<file path="src/rtl/ftr_pkg.sv">
// shared types, constants and saturating helpers for the frame timestamp repair block
package ftr_pkg;

   localparam int TB_W      = 31;
   localparam int RATE_W    = 20;
   localparam int TICK_W    = 63;
   localparam int DTICK_W   = 32;
   localparam int SAMP_W    = 16;
   localparam int NS_W      = 64;
   localparam int CSR_IDX_W = 3;

   localparam int NS_CONST_W = 30;
   localparam logic [NS_CONST_W-1:0] NS_PER_S = 30'd1000000000;

   localparam int MPLR_W   = 62;
   localparam int ACC_HI_W = 63;
   localparam int DV_HI_W  = 61;
   localparam int CNT_W    = 5;
   localparam logic [CNT_W-1:0] MUL_LAST = 5'd30;
   localparam logic [CNT_W-1:0] DIV_LAST = 5'd31;

   localparam logic [TB_W-1:0]   RST_VIDEO_TB_NUM = 31'd1;
   localparam logic [TB_W-1:0]   RST_VIDEO_TB_DEN = 31'd90000;
   localparam logic [TB_W-1:0]   RST_AUDIO_TB_NUM = 31'd1;
   localparam logic [TB_W-1:0]   RST_AUDIO_TB_DEN = 31'd48000;
   localparam logic [RATE_W-1:0] RST_AUDIO_RATE   = 20'd48000;

   localparam logic MODE_VIDEO = 1'b0;
   localparam logic MODE_AUDIO = 1'b1;

   localparam logic signed [NS_W-1:0] NS_SAT_MAX = {1'b0, {(NS_W-1){1'b1}}};
   localparam logic signed [NS_W-1:0] NS_SAT_MIN = {1'b1, {(NS_W-1){1'b0}}};

   typedef enum logic [CSR_IDX_W-1:0] {
      CSR_VIDEO_TB_NUM  = 3'd0,
      CSR_VIDEO_TB_DEN  = 3'd1,
      CSR_AUDIO_TB_NUM  = 3'd2,
      CSR_AUDIO_TB_DEN  = 3'd3,
      CSR_AUDIO_RATE    = 3'd4
   } ftr_csr_idx_type;

   typedef struct packed {
      logic [TB_W-1:0]   video_tb_num;
      logic [TB_W-1:0]   video_tb_den;
      logic [TB_W-1:0]   audio_tb_num;
      logic [TB_W-1:0]   audio_tb_den;
      logic [RATE_W-1:0] audio_sample_rate;
   } ftr_cfg_type;

   typedef struct packed {
      logic              start;
      logic [TICK_W-1:0] mag;
      logic [TB_W-1:0]   num;
      logic [TB_W-1:0]   den;
   } ftr_md_req_type;

   typedef struct packed {
      logic            busy;
      logic            done;
      logic [NS_W-1:0] quot;
   } ftr_md_rsp_type;

   typedef enum logic [2:0] {
      MD_IDLE,
      MD_MUL,
      MD_ROUND,
      MD_CHECK,
      MD_DIV,
      MD_DONE
   } ftr_md_state_type;

   typedef enum logic [2:0] {
      ST_IDLE,
      ST_PTS,
      ST_PTS_WAIT,
      ST_DUR,
      ST_DUR_WAIT,
      ST_NEXT
   } ftr_state_type;

   function automatic logic signed [NS_W-1:0] sign_sat(input logic neg,
                                                       input logic [NS_W-1:0] q);
      logic signed [NS_W-1:0] r;
      if (q[NS_W-1]) begin
         r = neg ? NS_SAT_MIN : NS_SAT_MAX;
      end else begin
         r = neg ? -$signed(q) : $signed(q);
      end
      return r;
   endfunction

   function automatic logic signed [NS_W-1:0] sat_add(input logic signed [NS_W-1:0] a,
                                                      input logic signed [NS_W-1:0] b);
      logic signed [NS_W-1:0] r;
      r = a + b;
      if ((a[NS_W-1] == b[NS_W-1]) && (r[NS_W-1] != a[NS_W-1])) begin
         r = a[NS_W-1] ? NS_SAT_MIN : NS_SAT_MAX;
      end
      return r;
   endfunction

   function automatic logic signed [NS_W-1:0] sat_sub(input logic signed [NS_W-1:0] a,
                                                      input logic signed [NS_W-1:0] b);
      logic signed [NS_W-1:0] r;
      r = a - b;
      if ((a[NS_W-1] != b[NS_W-1]) && (r[NS_W-1] != a[NS_W-1])) begin
         r = a[NS_W-1] ? NS_SAT_MIN : NS_SAT_MAX;
      end
      return r;
   endfunction

endpackage

</file>
<file path="src/rtl/ftr_chan_if.sv">
// request and response channel interfaces with valid/ready handshake
interface ftr_req_if;
   import ftr_pkg::*;
   logic                     valid;
   logic                     ready;
   logic                     mode;
   logic                     ts_known;
   logic signed [TICK_W-1:0] ts_ticks;
   logic [DTICK_W-1:0]       dur_ticks;
   logic [SAMP_W-1:0]        sample_count;

   modport source (output valid, mode, ts_known, ts_ticks, dur_ticks, sample_count,
                   input ready);
   modport sink   (input valid, mode, ts_known, ts_ticks, dur_ticks, sample_count,
                   output ready);
endinterface

interface ftr_rsp_if;
   import ftr_pkg::*;
   logic                   valid;
   logic                   ready;
   logic signed [NS_W-1:0] pts_ns;
   logic                   pts_valid;
   logic signed [NS_W-1:0] dur_ns;

   modport source (output valid, pts_ns, pts_valid, dur_ns, input ready);
   modport sink   (input valid, pts_ns, pts_valid, dur_ns, output ready);
endinterface

</file>
<file path="src/rtl/frame_timestamp_repair.sv">
// top level of the frame timestamp repair block: sequencer, stream history, result register
//
// req_ch carries one frame timing record per transaction (valid/ready): mode selects
// video or audio, ts_known flags ts_ticks, dur_ticks and sample_count feed the duration.
// rsp_ch returns one transaction per record: pts_ns, pts_valid and dur_ns.
// csr_we/csr_index/csr_wdata write the time bases and the audio sample rate; write only
// while no record is in flight.
// each rescale runs on one shared serial unit: 2-bit multiply digits, a rounding step,
// an overflow check, 2-bit quotient digits and a done state; the quotient digits are
// skipped when the quotient saturates.
// a record needs zero, one or two rescales; the next request can be taken in the same
// cycle as the response is presented.
// reset clears the sequencer, the stream history (no prediction, no previous frame,
// previous duration zero) and the configuration to its default time bases.
// a finished response waits in the output register; a new request is accepted while
// it waits, and only the final commit of the next record holds until rsp_ch is free.
module frame_timestamp_repair (
   input  logic                          clock,
   input  logic                          reset,
   ftr_req_if.sink                       req_ch,
   ftr_rsp_if.source                     rsp_ch,
   input  logic                          csr_we,
   input  logic [ftr_pkg::CSR_IDX_W-1:0] csr_index,
   input  logic [ftr_pkg::TB_W-1:0]      csr_wdata
);
   import ftr_pkg::*;

   ftr_cfg_type    cfg;
   ftr_md_req_type md_req;
   ftr_md_rsp_type md_rsp;

   ftr_state_type state_ff, state_in;

   logic                   audio_ff, audio_in;
   logic                   known_ff, known_in;
   logic [TICK_W-1:0]      ticks_ff, ticks_in;
   logic [DTICK_W-1:0]     dticks_ff, dticks_in;
   logic [SAMP_W-1:0]      samples_ff, samples_in;
   logic signed [NS_W-1:0] pts_ff, pts_in;
   logic                   valid_ff, valid_in;
   logic signed [NS_W-1:0] dur_ff, dur_in;

   logic signed [NS_W-1:0] vid_next_ts_ff, vid_next_ts_in;
   logic                   vid_next_valid_ff, vid_next_valid_in;
   logic signed [NS_W-1:0] vid_prev_ts_ff, vid_prev_ts_in;
   logic                   vid_prev_valid_ff, vid_prev_valid_in;
   logic signed [NS_W-1:0] vid_prev_dur_ff, vid_prev_dur_in;
   logic signed [NS_W-1:0] aud_next_ts_ff, aud_next_ts_in;
   logic                   aud_next_valid_ff, aud_next_valid_in;

   logic                   rsp_valid_ff, rsp_valid_in;
   logic signed [NS_W-1:0] rsp_pts_ff, rsp_pts_in;
   logic                   rsp_pts_valid_ff, rsp_pts_valid_in;
   logic signed [NS_W-1:0] rsp_dur_ff, rsp_dur_in;

   logic [TB_W-1:0]        num_sel;
   logic [TB_W-1:0]        den_sel;
   logic [TICK_W-1:0]      mag;
   logic                   dur_use_unit;
   logic                   prev_dur_pos;
   logic                   out_free;
   logic signed [NS_W-1:0] next_ts;

   ftr_csr u_csr (
      .clock     (clock),
      .reset     (reset),
      .csr_we    (csr_we),
      .csr_index (csr_index),
      .csr_wdata (csr_wdata),
      .cfg       (cfg)
   );

   ftr_muldiv u_muldiv (
      .clock  (clock),
      .reset  (reset),
      .md_req (md_req),
      .md_rsp (md_rsp)
   );

   always_comb begin
      num_sel = (audio_ff == MODE_AUDIO) ? cfg.audio_tb_num : cfg.video_tb_num;
      den_sel = (audio_ff == MODE_AUDIO) ? cfg.audio_tb_den : cfg.video_tb_den;
      if (den_sel == '0) begin
         den_sel = TB_W'(1);
      end
      mag          = ticks_ff[TICK_W-1] ? (TICK_W'(0) - ticks_ff) : ticks_ff;
      prev_dur_pos = !vid_prev_dur_ff[NS_W-1] && (vid_prev_dur_ff != '0);
      if (audio_ff == MODE_AUDIO) begin
         dur_use_unit = cfg.audio_sample_rate != '0;
      end else begin
         dur_use_unit = (dticks_ff != '0)
                        || (!(vid_prev_valid_ff && valid_ff) && !prev_dur_pos);
      end
      out_free = !rsp_valid_ff || rsp_ch.ready;
      next_ts  = valid_ff ? sat_add(pts_ff, dur_ff) : '0;
   end

   always_comb begin
      state_in = state_ff;
      unique case (state_ff)
         ST_IDLE:     if (req_ch.valid) state_in = ST_PTS;
         ST_PTS:      state_in = known_ff ? ST_PTS_WAIT : ST_DUR;
         ST_PTS_WAIT: if (md_rsp.done) state_in = ST_DUR;
         ST_DUR:      state_in = dur_use_unit ? ST_DUR_WAIT : ST_NEXT;
         ST_DUR_WAIT: if (md_rsp.done) state_in = ST_NEXT;
         ST_NEXT:     if (out_free) state_in = ST_IDLE;
         default:     state_in = ST_IDLE;
      endcase
   end

   always_comb begin
      audio_in          = audio_ff;
      known_in          = known_ff;
      ticks_in          = ticks_ff;
      dticks_in         = dticks_ff;
      samples_in        = samples_ff;
      pts_in            = pts_ff;
      valid_in          = valid_ff;
      dur_in            = dur_ff;
      vid_next_ts_in    = vid_next_ts_ff;
      vid_next_valid_in = vid_next_valid_ff;
      vid_prev_ts_in    = vid_prev_ts_ff;
      vid_prev_valid_in = vid_prev_valid_ff;
      vid_prev_dur_in   = vid_prev_dur_ff;
      aud_next_ts_in    = aud_next_ts_ff;
      aud_next_valid_in = aud_next_valid_ff;
      rsp_valid_in      = rsp_valid_ff && !rsp_ch.ready;
      rsp_pts_in        = rsp_pts_ff;
      rsp_pts_valid_in  = rsp_pts_valid_ff;
      rsp_dur_in        = rsp_dur_ff;
      md_req.start      = 1'b0;
      md_req.mag        = mag;
      md_req.num        = num_sel;
      md_req.den        = den_sel;
      unique case (state_ff)
         ST_IDLE: begin
            if (req_ch.valid) begin
               audio_in   = req_ch.mode;
               known_in   = req_ch.ts_known;
               ticks_in   = req_ch.ts_ticks;
               dticks_in  = req_ch.dur_ticks;
               samples_in = req_ch.sample_count;
            end
         end
         ST_PTS: begin
            if (known_ff) begin
               md_req.start = 1'b1;
            end else if (audio_ff == MODE_AUDIO) begin
               pts_in   = aud_next_valid_ff ? aud_next_ts_ff : '0;
               valid_in = aud_next_valid_ff;
            end else begin
               pts_in   = vid_next_valid_ff ? vid_next_ts_ff : '0;
               valid_in = vid_next_valid_ff;
            end
         end
         ST_PTS_WAIT: begin
            if (md_rsp.done) begin
               pts_in   = sign_sat(ticks_ff[TICK_W-1], md_rsp.quot);
               valid_in = 1'b1;
            end
         end
         ST_DUR: begin
            if (audio_ff == MODE_AUDIO) begin
               md_req.mag = {{(TICK_W-SAMP_W){1'b0}}, samples_ff};
               md_req.num = TB_W'(1);
               md_req.den = {{(TB_W-RATE_W){1'b0}}, cfg.audio_sample_rate};
               if (dur_use_unit) begin
                  md_req.start = 1'b1;
               end else begin
                  dur_in = '0;
               end
            end else begin
               if (dticks_ff != '0) begin
                  md_req.mag = {{(TICK_W-DTICK_W){1'b0}}, dticks_ff};
               end else begin
                  md_req.mag = TICK_W'(1);
               end
               if (dur_use_unit) begin
                  md_req.start = 1'b1;
               end else if (vid_prev_valid_ff && valid_ff) begin
                  dur_in = sat_sub(pts_ff, vid_prev_ts_ff);
               end else begin
                  dur_in = vid_prev_dur_ff;
               end
            end
         end
         ST_DUR_WAIT: begin
            if (md_rsp.done) begin
               dur_in = sign_sat(1'b0, md_rsp.quot);
            end
         end
         ST_NEXT: begin
            if (out_free) begin
               if (audio_ff == MODE_AUDIO) begin
                  aud_next_ts_in    = next_ts;
                  aud_next_valid_in = valid_ff;
               end else begin
                  vid_prev_dur_in   = dur_ff;
                  vid_prev_ts_in    = valid_ff ? pts_ff : '0;
                  vid_prev_valid_in = valid_ff;
                  vid_next_ts_in    = next_ts;
                  vid_next_valid_in = valid_ff;
               end
               rsp_valid_in     = 1'b1;
               rsp_pts_in       = valid_ff ? pts_ff : '0;
               rsp_pts_valid_in = valid_ff;
               rsp_dur_in       = dur_ff;
            end
         end
         default: ;
      endcase
   end

   always_ff @(posedge clock) begin
      if (reset) begin
         state_ff          <= ST_IDLE;
         vid_next_ts_ff    <= '0;
         vid_next_valid_ff <= 1'b0;
         vid_prev_ts_ff    <= '0;
         vid_prev_valid_ff <= 1'b0;
         vid_prev_dur_ff   <= '0;
         aud_next_ts_ff    <= '0;
         aud_next_valid_ff <= 1'b0;
         rsp_valid_ff      <= 1'b0;
      end else begin
         state_ff          <= state_in;
         vid_next_ts_ff    <= vid_next_ts_in;
         vid_next_valid_ff <= vid_next_valid_in;
         vid_prev_ts_ff    <= vid_prev_ts_in;
         vid_prev_valid_ff <= vid_prev_valid_in;
         vid_prev_dur_ff   <= vid_prev_dur_in;
         aud_next_ts_ff    <= aud_next_ts_in;
         aud_next_valid_ff <= aud_next_valid_in;
         rsp_valid_ff      <= rsp_valid_in;
      end
   end

   always_ff @(posedge clock) begin
      audio_ff         <= audio_in;
      known_ff         <= known_in;
      ticks_ff         <= ticks_in;
      dticks_ff        <= dticks_in;
      samples_ff       <= samples_in;
      pts_ff           <= pts_in;
      valid_ff         <= valid_in;
      dur_ff           <= dur_in;
      rsp_pts_ff       <= rsp_pts_in;
      rsp_pts_valid_ff <= rsp_pts_valid_in;
      rsp_dur_ff       <= rsp_dur_in;
   end

   assign req_ch.ready     = state_ff == ST_IDLE;
   assign rsp_ch.valid     = rsp_valid_ff;
   assign rsp_ch.pts_ns    = rsp_pts_ff;
   assign rsp_ch.pts_valid = rsp_pts_valid_ff;
   assign rsp_ch.dur_ns    = rsp_dur_ff;

`ifndef SYNTHESIS
   a_done_in_wait: assert property (@(posedge clock) disable iff (reset)
      md_rsp.done |-> (state_ff == ST_PTS_WAIT || state_ff == ST_DUR_WAIT))
      else $error("rescale result arrived outside a wait state");

   a_start_unit_idle: assert property (@(posedge clock) disable iff (reset)
      md_req.start |-> !md_rsp.busy)
      else $error("rescale started while the unit is busy");

   a_ready_unit_idle: assert property (@(posedge clock) disable iff (reset)
      req_ch.ready |-> !md_rsp.busy)
      else $error("request taken while a rescale is in progress");

   a_unknown_pts_zero: assert property (@(posedge clock) disable iff (reset)
      (rsp_valid_ff && !rsp_pts_valid_ff) |-> (rsp_pts_ff == '0))
      else $error("unknown timestamp carries a nonzero value");
`endif

endmodule

</file>
<file path="src/rtl/ftr_csr.sv">
// configuration register file for time bases and audio sample rate
module ftr_csr (
   input  logic                          clock,
   input  logic                          reset,
   input  logic                          csr_we,
   input  logic [ftr_pkg::CSR_IDX_W-1:0] csr_index,
   input  logic [ftr_pkg::TB_W-1:0]      csr_wdata,
   output ftr_pkg::ftr_cfg_type          cfg
);
   import ftr_pkg::*;

   ftr_cfg_type cfg_ff, cfg_in;

   always_comb begin
      cfg_in = cfg_ff;
      if (csr_we) begin
         unique case (csr_index)
            CSR_VIDEO_TB_NUM: cfg_in.video_tb_num      = csr_wdata;
            CSR_VIDEO_TB_DEN: cfg_in.video_tb_den      = csr_wdata;
            CSR_AUDIO_TB_NUM: cfg_in.audio_tb_num      = csr_wdata;
            CSR_AUDIO_TB_DEN: cfg_in.audio_tb_den      = csr_wdata;
            CSR_AUDIO_RATE:   cfg_in.audio_sample_rate = csr_wdata[RATE_W-1:0];
            default: ;
         endcase
      end
   end

   always_ff @(posedge clock) begin
      if (reset) begin
         cfg_ff.video_tb_num      <= RST_VIDEO_TB_NUM;
         cfg_ff.video_tb_den      <= RST_VIDEO_TB_DEN;
         cfg_ff.audio_tb_num      <= RST_AUDIO_TB_NUM;
         cfg_ff.audio_tb_den      <= RST_AUDIO_TB_DEN;
         cfg_ff.audio_sample_rate <= RST_AUDIO_RATE;
      end else begin
         cfg_ff <= cfg_in;
      end
   end

   assign cfg = cfg_ff;

endmodule

</file>
<file path="src/rtl/ftr_muldiv.sv">
// serial unit for round(mag * num * 1e9 / den), radix-4 multiply then radix-4 divide
module ftr_muldiv (
   input  logic                    clock,
   input  logic                    reset,
   input  ftr_pkg::ftr_md_req_type md_req,
   output ftr_pkg::ftr_md_rsp_type md_rsp
);
   import ftr_pkg::*;

   ftr_md_state_type     state_ff, state_in;
   logic [CNT_W-1:0]     cnt_ff, cnt_in;
   logic [TICK_W-1:0]    mag_ff, mag_in;
   logic [TICK_W+1:0]    mag3_ff, mag3_in;
   logic [MPLR_W-1:0]    mplr_ff, mplr_in;
   logic [ACC_HI_W-1:0]  acc_hi_ff, acc_hi_in;
   logic [MPLR_W-1:0]    acc_lo_ff, acc_lo_in;
   logic [TB_W-1:0]      den_ff, den_in;
   logic [DV_HI_W-1:0]   dv_hi_ff, dv_hi_in;
   logic [NS_W-1:0]      dv_lo_ff, dv_lo_in;
   logic [TB_W-1:0]      rem_ff, rem_in;

   logic [TICK_W+1:0]    partial;
   logic [TICK_W+1:0]    mul_sum;
   logic [ACC_HI_W+MPLR_W-1:0] dsum;
   logic                 sat;
   logic [TB_W:0]        t1, t2;
   logic                 ge1, ge2;
   logic [TB_W-1:0]      r1, r2;

   always_comb begin
      state_in = state_ff;
      unique case (state_ff)
         MD_IDLE:  if (md_req.start) state_in = MD_MUL;
         MD_MUL:   if (cnt_ff == MUL_LAST) state_in = MD_ROUND;
         MD_ROUND: state_in = MD_CHECK;
         MD_CHECK: state_in = sat ? MD_DONE : MD_DIV;
         MD_DIV:   if (cnt_ff == DIV_LAST) state_in = MD_DONE;
         MD_DONE:  state_in = MD_IDLE;
         default:  state_in = MD_IDLE;
      endcase
   end

   always_comb begin
      case (mplr_ff[1:0])
         2'd0:    partial = '0;
         2'd1:    partial = {2'b00, mag_ff};
         2'd2:    partial = {1'b0, mag_ff, 1'b0};
         default: partial = mag3_ff;
      endcase
      mul_sum = {2'b00, acc_hi_ff} + partial;
      dsum    = {acc_hi_ff, acc_lo_ff} + {{(ACC_HI_W+MPLR_W-TB_W+1){1'b0}}, den_ff[TB_W-1:1]};
      sat     = dv_hi_ff >= {{(DV_HI_W-TB_W){1'b0}}, den_ff};
      t1      = {rem_ff, dv_lo_ff[NS_W-1]};
      ge1     = t1 >= {1'b0, den_ff};
      r1      = ge1 ? TB_W'(t1 - {1'b0, den_ff}) : t1[TB_W-1:0];
      t2      = {r1, dv_lo_ff[NS_W-2]};
      ge2     = t2 >= {1'b0, den_ff};
      r2      = ge2 ? TB_W'(t2 - {1'b0, den_ff}) : t2[TB_W-1:0];
   end

   always_comb begin
      cnt_in    = cnt_ff;
      mag_in    = mag_ff;
      mag3_in   = mag3_ff;
      mplr_in   = mplr_ff;
      acc_hi_in = acc_hi_ff;
      acc_lo_in = acc_lo_ff;
      den_in    = den_ff;
      dv_hi_in  = dv_hi_ff;
      dv_lo_in  = dv_lo_ff;
      rem_in    = rem_ff;
      unique case (state_ff)
         MD_IDLE: begin
            if (md_req.start) begin
               mag_in    = md_req.mag;
               mag3_in   = {2'b00, md_req.mag} + {1'b0, md_req.mag, 1'b0};
               mplr_in   = {{(MPLR_W-TB_W){1'b0}}, md_req.num}
                           * {{(MPLR_W-NS_CONST_W){1'b0}}, NS_PER_S};
               acc_hi_in = '0;
               acc_lo_in = '0;
               den_in    = md_req.den;
               cnt_in    = '0;
            end
         end
         MD_MUL: begin
            acc_hi_in = mul_sum[TICK_W+1:2];
            acc_lo_in = {mul_sum[1:0], acc_lo_ff[MPLR_W-1:2]};
            mplr_in   = {2'b00, mplr_ff[MPLR_W-1:2]};
            cnt_in    = cnt_ff + 1'b1;
         end
         MD_ROUND: begin
            dv_hi_in = dsum[ACC_HI_W+MPLR_W-1:NS_W];
            dv_lo_in = dsum[NS_W-1:0];
         end
         MD_CHECK: begin
            if (sat) begin
               dv_lo_in = '1;
            end else begin
               rem_in = dv_hi_ff[TB_W-1:0];
            end
            cnt_in = '0;
         end
         MD_DIV: begin
            rem_in   = r2;
            dv_lo_in = {dv_lo_ff[NS_W-3:0], ge1, ge2};
            cnt_in   = cnt_ff + 1'b1;
         end
         MD_DONE: ;
         default: ;
      endcase
   end

   always_ff @(posedge clock) begin
      if (reset) begin
         state_ff <= MD_IDLE;
         cnt_ff   <= '0;
      end else begin
         state_ff <= state_in;
         cnt_ff   <= cnt_in;
      end
   end

   always_ff @(posedge clock) begin
      mag_ff    <= mag_in;
      mag3_ff   <= mag3_in;
      mplr_ff   <= mplr_in;
      acc_hi_ff <= acc_hi_in;
      acc_lo_ff <= acc_lo_in;
      den_ff    <= den_in;
      dv_hi_ff  <= dv_hi_in;
      dv_lo_ff  <= dv_lo_in;
      rem_ff    <= rem_in;
   end

   assign md_rsp.busy = state_ff != MD_IDLE;
   assign md_rsp.done = state_ff == MD_DONE;
   assign md_rsp.quot = dv_lo_ff;

endmodule

</file>
<file path="src/flat_wrapper.sv">
// flat-port wrapper written by rule: the top's interface ports become plain ports
module frame_timestamp_repair_flat import ftr_pkg::*;
  (clock, reset, csr_we, csr_index, csr_wdata, req_ch_valid, req_ch_mode, req_ch_ts_known, req_ch_ts_ticks, req_ch_dur_ticks, req_ch_sample_count, req_ch_ready, rsp_ch_valid, rsp_ch_pts_ns, rsp_ch_pts_valid, rsp_ch_dur_ns, rsp_ch_ready);
  ftr_req_if req_ch_i ();
  ftr_rsp_if rsp_ch_i ();
  input  logic clock;
  input  logic reset;
  input  logic csr_we;
  input  logic [ftr_pkg::CSR_IDX_W-1:0] csr_index;
  input  logic [ftr_pkg::TB_W-1:0] csr_wdata;
  input wire logic [$bits(req_ch_i.valid)-1:0] req_ch_valid;
  input wire logic [$bits(req_ch_i.mode)-1:0] req_ch_mode;
  input wire logic [$bits(req_ch_i.ts_known)-1:0] req_ch_ts_known;
  input wire logic [$bits(req_ch_i.ts_ticks)-1:0] req_ch_ts_ticks;
  input wire logic [$bits(req_ch_i.dur_ticks)-1:0] req_ch_dur_ticks;
  input wire logic [$bits(req_ch_i.sample_count)-1:0] req_ch_sample_count;
  output wire logic [$bits(req_ch_i.ready)-1:0] req_ch_ready;
  output wire logic [$bits(rsp_ch_i.valid)-1:0] rsp_ch_valid;
  output wire logic [$bits(rsp_ch_i.pts_ns)-1:0] rsp_ch_pts_ns;
  output wire logic [$bits(rsp_ch_i.pts_valid)-1:0] rsp_ch_pts_valid;
  output wire logic [$bits(rsp_ch_i.dur_ns)-1:0] rsp_ch_dur_ns;
  input wire logic [$bits(rsp_ch_i.ready)-1:0] rsp_ch_ready;
  assign req_ch_i.valid = req_ch_valid;
  assign req_ch_i.mode = req_ch_mode;
  assign req_ch_i.ts_known = req_ch_ts_known;
  assign req_ch_i.ts_ticks = req_ch_ts_ticks;
  assign req_ch_i.dur_ticks = req_ch_dur_ticks;
  assign req_ch_i.sample_count = req_ch_sample_count;
  assign req_ch_ready = req_ch_i.ready;
  assign rsp_ch_valid = rsp_ch_i.valid;
  assign rsp_ch_pts_ns = rsp_ch_i.pts_ns;
  assign rsp_ch_pts_valid = rsp_ch_i.pts_valid;
  assign rsp_ch_dur_ns = rsp_ch_i.dur_ns;
  assign rsp_ch_i.ready = rsp_ch_ready;
  frame_timestamp_repair u_core (.clock(clock), .reset(reset), .req_ch(req_ch_i), .rsp_ch(rsp_ch_i), .csr_we(csr_we), .csr_index(csr_index), .csr_wdata(csr_wdata));
endmodule
</file>
<file path="config.mk">
export PLATFORM = sky130hd
export DESIGN_NAME = frame_timestamp_repair_flat
export DESIGN_NICKNAME = d
export VERILOG_FILES = /design/src/rtl/ftr_pkg.sv /design/src/rtl/ftr_chan_if.sv /design/src/rtl/frame_timestamp_repair.sv /design/src/rtl/ftr_csr.sv /design/src/rtl/ftr_muldiv.sv /design/src/flat_wrapper.sv
export SDC_FILE = /design/constraint.sdc
export NUM_CORES = 2
export LEC_CHECK = 0
export BUFFER_PORTS_ARGS = -buffer_cell sky130_fd_sc_hd__buf_2
export CAP_MARGIN = 40
export CORE_MARGIN = 2
export CORE_UTILIZATION = 45
export DETAILED_ROUTE_END_ITERATION = 10
export PLACE_DENSITY = 0.6
export SLEW_MARGIN = 20
export SYNTH_ARGS = -nofsm -noshare
export SYNTH_HDL_FRONTEND = slang
export SYNTH_HIERARCHICAL = 1
export SYNTH_SLANG_ARGS = --single-unit
</file>
<file path="constraint.sdc">
create_clock -name clock -period 15.3 [get_ports clock]
set_input_delay 0.765 -clock clock [delete_from_list [all_inputs] [get_ports clock]]
set_output_delay 0.765 -clock clock [all_outputs]
set_load 0.02 [all_outputs]
</file>
==> metrics.txt <==
hold path endpoint u_core/ticks_ff[42]; PostCTS Resize Cnt 0; R2R depth 26; crit-path max FO 62; clk sink count 1285; unrepaired setup endpoints after global routing no; internal power 9.96 mW; worst r2r src u_core/state_ff[2]; max reg flops 144; NumNets Final 10400; TritonCTS clock tree built; std cell rows 163; CTS H-tree depth 4; worst slew pin tran 917 ps; initial antenna violation count 2; Flop pwr share 30.7%; Worst Setup Start Kind flop; DRT Pass-1 Iters 6; CTS clk-pin slew, worst paths 60 ps; pre-CTS setup slack 6200 ps; final cycle utilization of the critical path around three fifths; WL/cell 21.3 microns; Synth Flop Type edfxtp_1; die width between 400 and 500 microns; Final WS setup between 6000 and 7000 ps; GPL Wtd Cong 0.933; Final Power 16.7 mW; share of cells above drive strength 1 9.41%; Hold Path Class in -> reg; Vias 69600; initial drt markers 5505; net load switching power 6.73 mW; Clk pwr share 22.6%; Required @ worst endpoint roughly 16000 ps; DRC 0; CP Class reg -> reg; Synth cell types 118; maxcap violations 0; cells after synthesis 9216; total CTS buffers 150; final instance area 98500 sq um; gr usage total ~25%; DP Area slightly above 90000 sq um; post-synthesis cell area 88900 sq um; ANT nets after route 0; sequential fraction of the synthesis area 38.7%; combinational cell fraction of total power 46.7%; Ys Warns 6; fraction of registers with async set/reset 0%; postcts setup bufs 0; Avg Inst Size Synth slightly below 10 sq um; EDFF count, synth 871; clk root buf clkbuf_16; Clock Latency Late Sink 830 ps; area delta synth->final 10.8%; end of the worst register-to-register path u_core/u_muldiv/mplr_ff[59]; Setup TNS 0 ps; clock skew 50.2 ps; CTS Hold Bufs 0; global-route wire length before repair 404000 microns; final hold vios 0; GR Overflow Total 0; worst hold start req_ch_ts_ticks[42]; post-DR vias/cell roughly 5.7; largest net degree at the start of global routing 128; WHS Path Cells 1; vias in the first global route 69900; Hold WS roughly 100 ps; maximum VDD drop 0.121 mV; Die H 449 microns; # setup viols final 0; DP HPWL 199000 microns; deepest clock path buffer count 3; WP data arrival 9690 ps; f_max roughly 110 MHz; Pwr Density approximately 170 nW/um^2; PortBufs 282; post-layout min period 9150 ps; num ports 283; Pleak 39.7 nW; Switching Fraction 40.3%; Die ar. 201000 sq um; core area 197000 sq um; fin. max-slew vios 0; status complete, no violations; R2R Setup Slk 6150 ps; post-synth net total 10300; slew margin rel. between 30% and 40%; Routed Wire Length 258000 microns; initial core utilization 45.2%; #FFs+latches synth 1285; CP endpoint kind flop
-- Yosys cell counts (233+ instances only) --
master,number,share of area (%)
clkbuf_1,365,1.5
xnor2_1,298,2.9
nor2_1,670,2.8
inv_1,667,2.8
xor2_1,233,2.3
o21ai_0,423,2.4
dfxtp_1,414,9.3
edfxtp_1,871,29
a21oi_1,815,4.6
nand2_1,830,3.5
ha_1,641,9.0
fa_1,309,7.0
-- through the flow --
stage          std cells  utilization [%]
2_1_floorplan       9216                -
3_3_place_gp       11800             47.2
3_5_place_dp       11800             47.3
4_1_cts            12100             50.0
5_1_grt            12100             50.1
6_report           12100             50.1
-- worst max path at each step --
| stage | from | end | slack, ps | depth (start not counted) |
|---|---|---|---|---|
| floorplan | u_core/valid_ff | u_core/u_muldiv/acc_hi_ff[0] | 4160 | 13 |
| detailed placement | u_core/state_ff[2] | u_core/u_muldiv/mplr_ff[59] | 6200 | 26 |
| global placement | u_core/state_ff[2] | u_core/u_muldiv/mplr_ff[59] | 6060 | 26 |
| finish | u_core/state_ff[2] | u_core/u_muldiv/mplr_ff[59] | 6150 | 26 |
| CTS | u_core/state_ff[2] | u_core/u_muldiv/mplr_ff[59] | 6140 | 26 |
| global route | u_core/state_ff[2] | u_core/u_muldiv/mplr_ff[59] | 5410 | 26 |
-- cells by family (layout without fill, tap and decap cells) --
| kind of cell | Yosys count | count (layout) | share of synthesized area (%) |
|---|---|---|---|
| DFF | 1285 | 1285 | 38.7 |
| muxes | 300 | 300 | 3.53 |
| and+or+nand+nor | 2705 | 2705 | 14.7 |
| other | 0 | 4 | 0 |
| buffers and inverters | 1107 | 1366 | 4.94 |
| AOI/OAI and AO/OA | 2338 | 2338 | 16.9 |
| adders and majority gates | 950 | 950 | 16.0 |
| xor gates and xnor gates | 531 | 531 | 5.23 |
-- layout by cell type, fill, tap and decap left out, drive strengths merged, types with 186 or more instances in the layout --
cell type	n
a21oi	817
mux2i	194
xnor2	298
a21o	233
dfxtp	414
fa	309
xor2	233
clkbuf	186
edfxtp	871
o21ai	441
ha	641
nor2	674
inv	679
nand2b	200
buf	413
nand2	830
-- power by group through the flow --
stage          registers (mW)  logic (mW)  clock network (mW)
2_1_floorplan            5.13        5.90                   0
6_report                 5.13        7.79                3.77
3_5_place_dp             5.20        7.68                   0
5_1_grt                  5.19        8.68                3.99
3_3_place_gp             5.19        7.60                   0
4_1_cts                  5.13        7.74                3.86
-- cell type report --
type | instances | area, sq um
diodes | 4 | 10.0
clock buffers | 186 | 4100
clock inverters | 94 | 1160
fillers | 18100 | 98300
inverters | 669 | 2510
multi-input cells | 6824 | 50300
flip-flops and latches | 1285 | 34400
well taps | 2640 | 3300
repair buffers | 417 | 2670
-- worst max-delay path: stages, from the launching register on --
cell     delay, ps
dfxtp_1        640
inv_1          210
nand3_4        110
buf_4          590
nand3_1        150
o21ai_1        450
inv_1          190
fa_1           590
fa_1           450
fa_1           550
fa_1           550
fa_1           540
fa_1           550
inv_1           50
fa_1           450
ha_1           450
nand4_1        250
nor3_1         310
a21oi_1         90
o21ai_0         80
a31oi_1        110
o31a_1         390
o21ai_0        400
a31oi_1        200
o21ai_0        260
xnor2_1        140
nor2_1          50
-- metal layers --
metal  share of wire [%]  track usage [%]  up-vias  routed length (microns)
li1                    -                -    33400                        -
met1                  45             33.6    33700                   115000
met2                  47             42.2     2070                   121000
met3                 4.7             2.89      428                    12200
met4                 3.7             9.41        0                     9440
met5                   0                0        -                        0
(Power assumes the default switching activity.)
